File: src/hw/rtl/bgms_pkg.sv
`default_nettype none

package bgms_pkg;

    // Default geometry of the scanner.
    localparam int PROMOTER_LEN_DEF   = 22;
    localparam int STEM_LEN_DEF       = 4;
    localparam int TERMINATOR_LEN_DEF = 11;
    localparam int SITE_LEN_DEF       = 6;
    localparam int SPACER_LEN_DEF     = 4;
    localparam int CODON_LEN_DEF      = 3;

    // Fixed result field widths.
    localparam int POSITION_W = 20;
    localparam int PROM_MM_W  = 5;
    localparam int TERM_MM_W  = 3;
    localparam int CODON_W    = 3;

    // Configuration register indexes.
    localparam int CFG_INDEX_W = 2;
    localparam logic [CFG_INDEX_W-1:0] CFG_PROMOTER_MOTIF   = 2'd0;
    localparam logic [CFG_INDEX_W-1:0] CFG_START_SITE_MOTIF = 2'd1;
    localparam logic [CFG_INDEX_W-1:0] CFG_START_CODON      = 2'd2;
    localparam logic [CFG_INDEX_W-1:0] CFG_STOP_CODON       = 2'd3;

    typedef struct packed {
        logic base;
        logic restart;
    } item_t;

    typedef struct packed {
        logic [POSITION_W-1:0] position;
        logic [PROM_MM_W-1:0]  promoter_mismatches;
        logic [TERM_MM_W-1:0]  terminator_mismatches;
        logic                  start_site_found;
        logic                  stop_found;
        logic [CODON_W-1:0]    codon_value;
    } result_t;

endpackage

`default_nettype wire

File: src/hw/rtl/binary_genome_motif_scanner_core.sv
// Channel   Signals                               Direction  Transfer when
// item      item_valid, item_ready, item          in         item_valid && item_ready
// result    result_valid, result_ready, result    out        result_valid && result_ready
// cfg       cfg_we, cfg_index, cfg_data           in         cfg_we
//
// One base is taken every cycle while item_ready is high; its result, if any, is
// registered into the output register, or into the skid stage when the output
// register holds a result not yet taken. The window register shifts once per transfer.
// Reset clears the window, fill count, position, configuration and the valid flags of
// both output register stages. A stall on the result side is absorbed by a skid
// stage, so item_ready drops only when both stages hold results.
`default_nettype none

module binary_genome_motif_scanner_core
    import bgms_pkg::*;
#(
    parameter int PROMOTER_LEN   = PROMOTER_LEN_DEF,
    parameter int STEM_LEN       = STEM_LEN_DEF,
    parameter int TERMINATOR_LEN = TERMINATOR_LEN_DEF,
    parameter int SITE_LEN       = SITE_LEN_DEF,
    parameter int SPACER_LEN     = SPACER_LEN_DEF,
    parameter int CODON_LEN      = CODON_LEN_DEF,
    localparam int CFG_W = (PROMOTER_LEN >= SITE_LEN && PROMOTER_LEN >= CODON_LEN)
                           ? PROMOTER_LEN : ((SITE_LEN >= CODON_LEN) ? SITE_LEN : CODON_LEN)
)
(
    input  wire logic                   clk,
    input  wire logic                   rst_n,

    input  wire logic                   item_valid,
    output logic                        item_ready,
    input  wire item_t                  item,

    output logic                        result_valid,
    input  wire logic                   result_ready,
    output result_t                     result,

    input  wire logic                   cfg_we,
    input  wire logic [CFG_INDEX_W-1:0] cfg_index,
    input  wire logic [CFG_W-1:0]       cfg_data
);

    localparam int FILL_W = $clog2(PROMOTER_LEN + 1);
    localparam int PCNT_W = $clog2(PROMOTER_LEN + 1);
    localparam int TCNT_W = $clog2(STEM_LEN + 1);
    localparam int CODON_POS = SITE_LEN + SPACER_LEN;

    logic [PROMOTER_LEN-1:0] promoter_motif_reg;
    logic [SITE_LEN-1:0]     start_site_motif_reg;
    logic [CODON_LEN-1:0]    start_codon_reg;
    logic [CODON_LEN-1:0]    stop_codon_reg;

    logic [PROMOTER_LEN-1:0] window_reg, window_next;
    logic [FILL_W-1:0]       fill_reg, fill_next;
    logic [POSITION_W-1:0]   position_reg, position_next;
    logic                    produce;

    result_t                 out_reg, out_next;
    logic                    out_valid_reg, out_valid_next;
    result_t                 skid_reg, skid_next;
    logic                    skid_valid_reg, skid_valid_next;

    result_t                 fresh;
    logic                    item_xfer;
    logic                    push;
    logic                    pop;

    logic [PCNT_W-1:0]       prom_cnt;
    logic [TCNT_W-1:0]       term_cnt;
    logic [SITE_LEN-1:0]     site_field;
    logic [CODON_LEN-1:0]    start_field;
    logic [CODON_LEN-1:0]    codon_field;

    // Base k of a window, base 0 being the oldest; bases past the end read 0.
    function automatic logic wbase(input logic [PROMOTER_LEN-1:0] w, input int k);
        if (k >= PROMOTER_LEN)
        begin
            return 1'b0;
        end
        return w[PROMOTER_LEN-1-k];
    endfunction

    assign item_xfer    = item_valid && item_ready;
    assign item_ready   = !skid_valid_reg;
    assign pop          = out_valid_reg && result_ready;
    assign result_valid = out_valid_reg;
    assign result       = out_reg;

    always_ff @(posedge clk or negedge rst_n)
    begin
        if (!rst_n)
        begin
            promoter_motif_reg   <= '0;
            start_site_motif_reg <= '0;
            start_codon_reg      <= '0;
            stop_codon_reg       <= '0;
        end
        else if (cfg_we)
        begin
            case (cfg_index)
                CFG_PROMOTER_MOTIF:   promoter_motif_reg   <= cfg_data[PROMOTER_LEN-1:0];
                CFG_START_SITE_MOTIF: start_site_motif_reg <= cfg_data[SITE_LEN-1:0];
                CFG_START_CODON:      start_codon_reg      <= cfg_data[CODON_LEN-1:0];
                CFG_STOP_CODON:       stop_codon_reg       <= cfg_data[CODON_LEN-1:0];
                default:              ;
            endcase
        end
    end

    // Window, fill and position update for the incoming base.
    always_comb
    begin
        logic [PROMOTER_LEN-1:0] w;
        logic [FILL_W-1:0]       f;
        logic [POSITION_W-1:0]   p;
        w = window_reg;
        f = fill_reg;
        p = position_reg;
        if (item.restart)
        begin
            w = '0;
            f = '0;
            p = '0;
        end
        window_next = {w[PROMOTER_LEN-2:0], item.base};
        if (f < FILL_W'(PROMOTER_LEN))
        begin
            fill_next = f + 1'b1;
            produce   = (fill_next == FILL_W'(PROMOTER_LEN));
        end
        else
        begin
            fill_next = f;
            p         = p + 1'b1;
            produce   = 1'b1;
        end
        position_next = p;
    end

    // Match logic on the shifted window.
    always_comb
    begin
        prom_cnt = '0;
        for (int i = 0; i < PROMOTER_LEN; i++)
        begin
            prom_cnt = prom_cnt + PCNT_W'(window_next[i] ^ promoter_motif_reg[i]);
        end

        // A stem pair counts when its two bases are equal.
        term_cnt = '0;
        for (int i = 0; i < STEM_LEN; i++)
        begin
            if (i <= TERMINATOR_LEN - 1)
            begin
                term_cnt = term_cnt
                         + TCNT_W'(wbase(window_next, i) == wbase(window_next, TERMINATOR_LEN-1-i));
            end
            else
            begin
                term_cnt = term_cnt + TCNT_W'(wbase(window_next, i) == 1'b0);
            end
        end

        for (int i = 0; i < SITE_LEN; i++)
        begin
            site_field[SITE_LEN-1-i] = wbase(window_next, i);
        end
        for (int i = 0; i < CODON_LEN; i++)
        begin
            start_field[CODON_LEN-1-i] = wbase(window_next, CODON_POS + i);
            codon_field[CODON_LEN-1-i] = wbase(window_next, i);
        end

        fresh.position              = position_next;
        fresh.promoter_mismatches   = PROM_MM_W'(prom_cnt);
        fresh.terminator_mismatches = TERM_MM_W'(term_cnt);
        fresh.start_site_found      = (site_field == start_site_motif_reg)
                                      && (start_field == start_codon_reg);
        fresh.stop_found            = (codon_field == stop_codon_reg);
        fresh.codon_value           = CODON_W'(codon_field);
    end

    assign push = item_xfer && produce;

    // Output register with a skid stage behind it.
    always_comb
    begin
        out_next        = out_reg;
        out_valid_next  = out_valid_reg;
        skid_next       = skid_reg;
        skid_valid_next = skid_valid_reg;
        if (!out_valid_reg || pop)
        begin
            if (skid_valid_reg)
            begin
                out_next        = skid_reg;
                out_valid_next  = 1'b1;
                skid_next       = fresh;
                skid_valid_next = push;
            end
            else
            begin
                out_next       = fresh;
                out_valid_next = push;
            end
        end
        else if (push)
        begin
            skid_next       = fresh;
            skid_valid_next = 1'b1;
        end
    end

    always_ff @(posedge clk or negedge rst_n)
    begin
        if (!rst_n)
        begin
            window_reg     <= '0;
            fill_reg       <= '0;
            position_reg   <= '0;
            out_valid_reg  <= 1'b0;
            skid_valid_reg <= 1'b0;
        end
        else
        begin
            if (item_xfer)
            begin
                window_reg   <= window_next;
                fill_reg     <= fill_next;
                position_reg <= position_next;
            end
            out_valid_reg  <= out_valid_next;
            skid_valid_reg <= skid_valid_next;
        end
    end

    always_ff @(posedge clk)
    begin
        out_reg  <= out_next;
        skid_reg <= skid_next;
    end

endmodule

`default_nettype wire

File: config.mk
export PLATFORM = sky130hd
export DESIGN_NAME = binary_genome_motif_scanner_core
export DESIGN_NICKNAME = d
export VERILOG_FILES = /design/src/hw/rtl/bgms_pkg.sv /design/src/hw/rtl/binary_genome_motif_scanner_core.sv
export SDC_FILE = /design/constraint.sdc
export NUM_CORES = 1
export LEC_CHECK = 0
export BUFFER_PORTS_ARGS = -buffer_cell sky130_fd_sc_hd__buf_2
export CORE_ASPECT_RATIO = 0.5
export CORE_MARGIN = 4
export CORE_UTILIZATION = 50
export CTS_CLUSTER_DIAMETER = 120
export DETAILED_ROUTE_END_ITERATION = 16
export GPL_ROUTABILITY_DRIVEN = 1
export PLACE_DENSITY_LB_ADDON = 0.1
export SYNTH_ARGS = -nofsm -noshare
export SYNTH_HDL_FRONTEND = slang
export SYNTH_SLANG_ARGS = --single-unit
File: constraint.sdc
create_clock -name clk -period 4.11 [get_ports clk]
set_input_delay 0.822 -clock clk [delete_from_list [all_inputs] [get_ports clk]]
set_output_delay 0.822 -clock clk [all_outputs]
set_load 0.01 [all_outputs]
# ---- After elaboration in Yosys (flattened, before gate mapping)
# Index checks and enable logic that the tools add are counted.
dict set report word_totals {
  output_inout_bits 35
  reg_bits 148
  wordCells 110
}
dict set report op_classes {
  n_lt_le_gt_ge 1
  n_reduce_logical 14
  n_addsub 26
  eq_ne 12
  bitwise_logic 22
  mux 14
}
# cell count
set op_table {}
lappend op_table {{33-bit 2-to-1 mux} 4}
lappend op_table {{5-bit by 1-bit adder with 5-bit output} 17}
lappend op_table {{20-bit 2-to-1 mux} 2}
lappend op_table {{1-bit XOR} 22}
lappend op_table {{21-bit 2-to-1 mux} 1}
lappend op_table {{20-bit by 1-bit adder with 20-bit output, second input constant} 1}
lappend op_table {{5-bit 2-to-1 mux} 2}
lappend op_table {{2-bit AND reduction} 5}
lappend op_table {{2-bit by 1-bit adder with 3-bit output} 2}
lappend op_table {{3-bit equality test} 2}
lappend op_table {{6-bit equality test} 1}
lappend op_table {{4-bit by 1-bit adder with 5-bit output} 1}
lappend op_table {{5-bit by 1-bit adder with 5-bit output, second input constant} 1}
lappend op_table {{5-bit equality test, second input constant} 1}
lappend op_table {{5-bit less-than comparator, second input constant} 1}
lappend op_table {{1-bit 2-to-1 mux} 5}
lappend op_table {{1-bit by 1-bit adder with 2-bit output} 2}
lappend op_table {{3-bit by 1-bit adder with 4-bit output} 1}
lappend op_table {{1-bit equality test} 4}
lappend op_table {{2-bit equality test, second input constant} 2}
lappend op_table {{1-bit logical AND} 4}
lappend op_table {{3-bit by 1-bit adder with 3-bit output} 1}
lappend op_table {{2-bit by 1-bit equality test with 1-bit output, second input constant} 1}
lappend op_table {{1-bit logical NOT} 2}
lappend op_table {{4 further kinds} 4}

# ---- Logic depth before layout (Yosys ltp)
# Gate-level depths: netlist (run 1).
dict set report depth {
  word_depth 25
  mapped_depth 20
  mapped_depth_nobuf 17
}

# ---- Worst setup path after synthesis (run 1)
# No wires, ideal clock.
dict set report synth_timing {
  path_kind {input to register}
  from {input port item[0] (netlist bit)}
  to {register out_reg (netlist bit result[12]), data pin}
  n_path_buf 4
  t_arrival_ns 5.587
  path_stages 20
  required_ns 3.850
  slack_ns -1.737
  path_cell_list {clkbuf_1 -> clkbuf_1 -> clkbuf_1 -> clkbuf_1 -> nand2b_1 -> xnor2_1 -> fa_1 -> fa_1 -> fa_1 -> fa_1 -> inv_1 -> fa_1 -> inv_1 -> ha_1 -> inv_1 -> fa_1 -> nor2b_1 -> o21ai_0 -> nand2b_1 -> mux2_2}
}
# element line
set synth_lines {}
lappend synth_lines {{start, declared} binary_genome_motif_scanner_core.sv:32} ;# input wire item_t item,
lappend synth_lines {{end signal, assigned} binary_genome_motif_scanner_core.sv:239} ;# out_reg <= out_next;
lappend synth_lines {{end, declared} binary_genome_motif_scanner_core.sv:58} ;# result_t out_reg, out_next;

==> out/qor.csv, run 1 <==
stage;metric;value;unit
timing;unrepaired setup endpoints after global routing;yes;
clock_network;CTS tree;yes;
timing;setup ws final;-0.468;ns
placement;Final HPWL DP;10300;microns
worst_setup_path;Critical Path Source;item[0];
worst_setup_path;top cell family by delay on the critical path;adder cells;
finish;Layout area overhead;20.2;%
finish;Multi-input gate area;3390;sq um
drt;WL/cell;16.4;microns
global_routing;first-pass GRT wire length;24900;microns
floorplan;die height;94.4;microns
finish;# diodes;0;
worst_setup_path;crit start category;input port;
clock_network;TritonCTS Buffers;17;
worst_setup_path;RR Endpoint;result[12];
worst_setup_path;CP max stage delay;0.58;ns
drt;vias per cell;5.30;
placement;Setup WS pre-CTS;-1.03;ns
pwr;Flop pwr share;32.2;%
yosys;Avg Synthesized Cell Area;12.2;sq um
floorplan;DIE AREA;17100;sq um
timing;Pins Over Slew Limit;0;
placement;Final GP Congestion;0.855;
clock_network;Clock Latency Late Sink;0.42;ns
worst_setup_path;WP data required;4.27;ns
yosys;Syn Nets;670;
drt;DR DRC count;0;
worst_setup_path;CP cell instances;buf_12 > nand2b_4 > xnor2_2 > fa_1 > fa_2 > fa_2 > fa_1 > inv_1 > fa_1 > inv_2 > ha_4 > inv_2 > fa_2 > nor2b_1 > o21ai_1 > nand2b_1 > mux2_2;
global_routing;largest net degree at the start of global routing;57;
yosys;post-synth cell types;53;
timing;Tmin final;4.58;ns
pwr;Logic pwr share;43.1;%
yosys;sequential share of the synthesized area;54.0;%
timing;Slew @ Worst Pin;0.697;ns
timing;Setup violations, final;9;
outcome;status;finished with violations;
yosys;Synth Cell Area;7470;sq um
global_routing;initial antenna violation count;0;
worst_setup_path;Setup CP Type;input port to flop;
drt;Initial DRC Count;273;
yosys;Synth area leader;dfrtp_1;
floorplan;initial core utilization;51.3;%
global_routing;gr ovfl total;0;
outcome;failing checks;setup timing;
min_path;Hold WC Path Type;input port to asynchronous set/reset pin;
clock_network;Post-CTS Hold Fix Bufs;0;
pwr;Power Density;679;nW/um^2
pwr;net switching power;1.97;mW
timing;final setup skew;0.0142;ns
finish;share of layout cells above drive strength 1;32.4;%
floorplan;core area;14500;sq um
flow_run;max-cap viol count;0;
yosys;EDFF count, synth;66;
global_routing;vias in the first global route;4793;
global_routing;GRT Util Overall;18.5;%
floorplan;die width;181;microns
worst_setup_path;CP Capture Type;flop;
drt;Via Count;4848;
worst_setup_path;R2R Setup Slk;-0.36;ns
clock_network;Longest Clk Path Bufs;2;
clock_network;htree depth;4;
worst_setup_path;worst reg2reg path depth;17;
pwr;Clock power frac;24.7;%
pwr;Pint;4.12;mW
drt;final wirelength;15000;microns
yosys;fraction of registers with async set/reset;55.4;%
worst_setup_path;R2R Path Start;window_reg[2];
timing;slew margin rel.;53.6;%
pwr;Max VDD drop;0.803;mV
worst_setup_path;master of the slowest instance on the critical path;fa_1;
pwr;Design Power;6.09;mW
drt;final antenna-violating net count;0;
yosys;Main synth FF type;dfrtp_1;
drt;drt first pass iters;5;
timing;max frequency;218;MHz
worst_setup_path;Worst Path Max Fanout;6;
clock_network;clock sink count;148;
clock_network;Root Buffer;clkbuf_16;
pwr;Static Leakage;3.97;nW
timing;Hold Vio Cnt, Final;0;
yosys;#FFs+latches synth;148;
floorplan;FP Rows;31;
floorplan;Ports;66;
yosys;Ys Warns;0;
finish;Reg area;4030;sq um
placement;Buffers on Ports;65;
clock_network;Clock transition at path regs;0.07;ns
yosys;Synth Instances;611;
worst_setup_path;Critical Path AT;4.74;ns
finish;# fillers;1184;
yosys;main area contributors after synthesis;dfrtp_1 27%, edfxtp_1 27%, mux2_2 10%, xnor2_1 5.3%, fa_1 4.3%;
worst_setup_path;CP Buf/Inv Count;4;
pwr;sw frac;32.3;%
timing;Hold WS;0.458;ns
timing;Setup Total Neg Slack;-2.55;ns
yosys;area share of the largest cell type after synthesis;27.5;%
finish;nets;763;
timing;Final Cycle Share;111;%
through the flow:
| step | std cells | instance area, sq um | utilization, % |
|---|---|---|---|
| final | 915 | 8980 | 61.7 |
| after global routing | 915 | 8980 | 61.7 |
| after CTS | 914 | 8970 | 61.6 |
| after detailed placement | 879 | 8230 | 56.6 |
| after global placement | 879 | 8230 | 56.6 |
| after floorplan | 611 | 7550 | - |
Yosys cell counts, types with 4 or more instances:
cell,count
dfrtp_1,82
edfxtp_1,66
clkbuf_1,19
a221o_1,6
and3_1,6
nand4_1,4
nor2_1,21
o21ai_0,39
fa_1,16
mux2i_1,4
a21oi_1,5
nor4_1,5
mux2_2,67
nand2_1,58
a31oi_1,6
buf_1,4
inv_1,27
nor3_1,11
nor2b_1,21
nand3_1,9
ha_1,12
nand2b_1,27
xnor2_1,45
xor2_1,7
metal layers:
metal / vias to the layer above / track usage, % / wire (microns)
met5: - / 0 / 0
met4: 0 / 6.10 / 187
met3: 15 / 3.50 / 444
met2: 69 / 31.1 / 7110
met1: 2422 / 24.9 / 7250
li1: 2342 / - / -
kinds of logic after synthesis:
group	share of synthesized area (%)
muxes	10.8
and+or+nand+nor	14.4
buffers and inverters	2.70
xor gates and xnor gates	6.10
AOI/OAI and AO/OA	5.61
adders and majority gates	6.30
DFF	54.0
power groups by stage:
stage / clock (mW) / sequential (mW) / combinational (mW)
after global routing: 1.60 / 1.97 / 3.07
after global placement: 0 / 1.99 / 2.30
after CTS: 1.54 / 1.96 / 2.64
after floorplan: 0 / 1.97 / 1.74
after detailed placement: 0 / 1.99 / 2.42
final: 1.51 / 1.96 / 2.62
what timing repair did:
item	CTS	global route
endpoints found under the setup margin	9	9
gates cloned	1	0
buffers inserted	2	1
pin swaps	19	6
resized for setup	23	2
worst max-delay path by stage:
| stage | to | slack [ns] | depth (start not counted) |
|---|---|---|---|
| floorplan | result[12] | -1.17 | 20 |
| global placement | result[12] | -0.96 | 18 |
| detailed placement | result[12] | -1.03 | 17 |
| CTS | result[12] | -0.47 | 17 |
| global route | result[10] | -0.61 | 17 |
| finish | result[12] | -0.47 | 17 |
placed cells by master, fill, tap and decap left out, types with 5 or more instances in the layout:
master | Yosys | layout
dfrtp_1 | 82 | 82
mux2_2 | 67 | 66
edfxtp_1 | 66 | 66
buf_2 | 1 | 63
nand2_1 | 58 | 58
xnor2_1 | 45 | 37
o21ai_0 | 39 | 37
buf_4 | 0 | 33
inv_1 | 27 | 24
nor2_1 | 21 | 21
nand2b_1 | 27 | 20
nor2b_1 | 21 | 18
clkbuf_16 | 0 | 17
fa_1 | 16 | 13
nor3_1 | 11 | 11
ha_1 | 12 | 11
nand3_1 | 9 | 9
xnor2_2 | 0 | 8
xor2_1 | 7 | 7
nand2b_4 | 0 | 6
and3_1 | 6 | 6
a31oi_1 | 6 | 6
a221o_1 | 6 | 6
nor4_1 | 5 | 5
layout make-up:
class | count | share of cell area (%)
well taps | 198 | 2.76
clock inverters | 15 | 1.62
repair buffers | 99 | 7.03
clock buffers | 17 | 4.74
flip-flops and latches | 148 | 44.9
inverters | 28 | 1.17
multi-input cells | 410 | 37.7
Power figures use the tool's default switching activity.
==> inputs of run 2 (changes only) <==
Settings changed: CORE_UTILIZATION 50 to 45, SKIP_LAST_GASP from default to 1.
==> out/qor.csv, run 2 (synthesis gave the netlist of run 1 again) <==
stage;metric;value;unit
pwr;Design Power;6.28;mW
pwr;Max VDD drop;0.587;mV
timing;Final Cycle Share;111;%
floorplan;die width;190;microns
timing;Pins Over Slew Limit;0;
clock_network;CTS tree;yes;
flow_run;max-cap viol count;0;
finish;nets;764;
worst_setup_path;master of the slowest instance on the critical path;fa_2;
timing;slew margin rel.;37.6;%
min_path;Hold WC Path Type;flop to flop;
timing;Setup Total Neg Slack;-2.48;ns
global_routing;vias in the first global route;4824;
worst_setup_path;CP Capture Type;flop;
drt;WL/cell;16.5;microns
drt;DR DRC count;0;
worst_setup_path;CP max stage delay;0.56;ns
worst_setup_path;CP cell instances;buf_12 > nand2b_4 > xnor2_2 > fa_1 > fa_2 > fa_2 > fa_1 > inv_1 > fa_1 > inv_2 > ha_4 > inv_2 > fa_2 > buf_4 > xnor2_2 > nand2_1 > nand2_1;
timing;max frequency;219;MHz
placement;Final HPWL DP;10600;microns
pwr;Static Leakage;4.00;nW
floorplan;Ports;66;
global_routing;initial antenna violation count;0;
pwr;Power Density;695;nW/um^2
worst_setup_path;WP data required;4.27;ns
drt;Initial DRC Count;272;
global_routing;gr ovfl total;0;
outcome;status;finished with violations;
drt;vias per cell;5.10;
timing;final setup skew;0.00994;ns
finish;Layout area overhead;21.0;%
timing;Tmin final;4.56;ns
finish;most frequent cells in the layout;82 x dfrtp_1, 66 x edfxtp_1, 65 x mux2_2;
timing;Hold WS;0.486;ns
placement;Setup WS pre-CTS;-1.05;ns
worst_setup_path;top cell family by delay on the critical path;adder cells;
worst_setup_path;Setup CP Type;input port to flop;
clock_network;Clock Latency Late Sink;0.42;ns
floorplan;die height;99.1;microns
finish;fin cells;939;
global_routing;GRT Util Overall;17.2;%
placement;placed insts;904;
outcome;failing checks;setup timing;
floorplan;initial core utilization;47.2;%
global_routing;largest net degree at the start of global routing;70;
clock_network;Post-CTS Hold Fix Bufs;0;
finish;# diodes;0;
floorplan;DIE AREA;18800;sq um
placement;Final GP Congestion;0.791;
worst_setup_path;CP Buf/Inv Count;5;
placement;Buffers on Ports;65;
clock_network;Root Buffer;clkbuf_16;
timing;unrepaired setup endpoints after global routing;yes;
global_routing;first-pass GRT wire length;25500;microns
worst_setup_path;Worst Path Max Fanout;7;
drt;final antenna-violating net count;0;
worst_setup_path;crit start category;input port;
floorplan;FP Rows;32;
drt;drt first pass iters;4;
drt;Via Count;4789;
timing;Setup violations, final;9;
timing;setup ws final;-0.450;ns
finish;share of layout cells above drive strength 1;32.2;%
finish;most common cell after layout, fill and taps aside;dfrtp_1;
drt;final wirelength;15500;microns
finish;# fillers;1340;
clock_network;htree depth;4;
clock_network;TritonCTS Buffers;17;
clock_network;clock sink count;148;
worst_setup_path;Critical Path AT;4.72;ns
clock_network;Longest Clk Path Bufs;2;
timing;Hold Vio Cnt, Final;0;
floorplan;core area;15800;sq um
timing;Slew @ Worst Pin;0.935;ns
clock_network;Clock transition at path regs;0.06;ns
-- run 2: changes by cell type in the layout (fill, tap and decap cells not counted), moves of 3 or more --
| cell | change |
|---|---|
| inv_8 | -3 |
| clkinv_2 | +4 |
| bufinv_16 | +3 |
| inv_6 | -4 |
-- run 2: worst reg2reg max path, delay by kind of cell, from the launching register on --
| kind | cells | cell delay (ns) |
|---|---|---|
| adders and majority gates | 7 | 2.88 |
| DFF | 1 | 0.39 |
| xor gates and xnor gates | 2 | 0.27 |
| and+or+nand+nor | 3 | 0.28 |
| buffers and inverters | 5 | 0.35 |
-- run 2: worst paths after layout --
kind,slack [ns],end,cells after the start,start
max reg2reg,-0.31,result[10],17,window_reg[0]
min in group asynchronous,0.54,promoter_motif_reg[7],1,rst_n
min,0.49,window_reg[7],2,window_reg[7]
min reg2reg,0.49,window_reg[7],2,window_reg[7]
max,-0.45,result[10],17,item[0]
max in group asynchronous,2.81,promoter_motif_reg[1],2,rst_n
-- run 2: area by class of cell --
class / count / area, sq um / share of cell area [%]
Multi-Input combinational cell: 410 / 3400 / 37.6
Tap cell: 221 / 277 / 3.06
Clock inverter: 13 / 165 / 1.83
Sequential cell: 148 / 4030 / 44.6
Clock buffer: 19 / 433 / 4.79
Timing Repair Buffer: 100 / 626 / 6.92
Inverter: 28 / 105 / 1.16
-- run 2: what timing repair did --
action	in CTS	in global routing
gates resized for setup	23	4
gates cloned	1	0
setup buffers	0	2
setup endpoints to repair	9	9
pin swaps	13	8
-- run 2: per-stage QoR --
stage / area (sq um) / utilization, %
6_report: 9040 / 57.1
5_1_grt: 9040 / 57.1
4_1_cts: 9000 / 56.9
3_5_place_dp: 8260 / 52.2
3_3_place_gp: 8260 / 52.2
2_1_floorplan: 7550 / -
-- run 2: per-layer routing --
layer	share of wire [%]	global-route usage, %
met4	0.20	3.70
met1	49	23.8
met5	0	0
met2	48	27.9
met3	3.1	4.07
-- run 2: where the power goes --
group          switching, mW  total [mW]  leakage, nW  internal [mW]
registers             0.0839        1.96         1.73           1.88
clock network          0.603        1.61        0.295           1.01
logic                   1.28        2.71         1.98           1.43
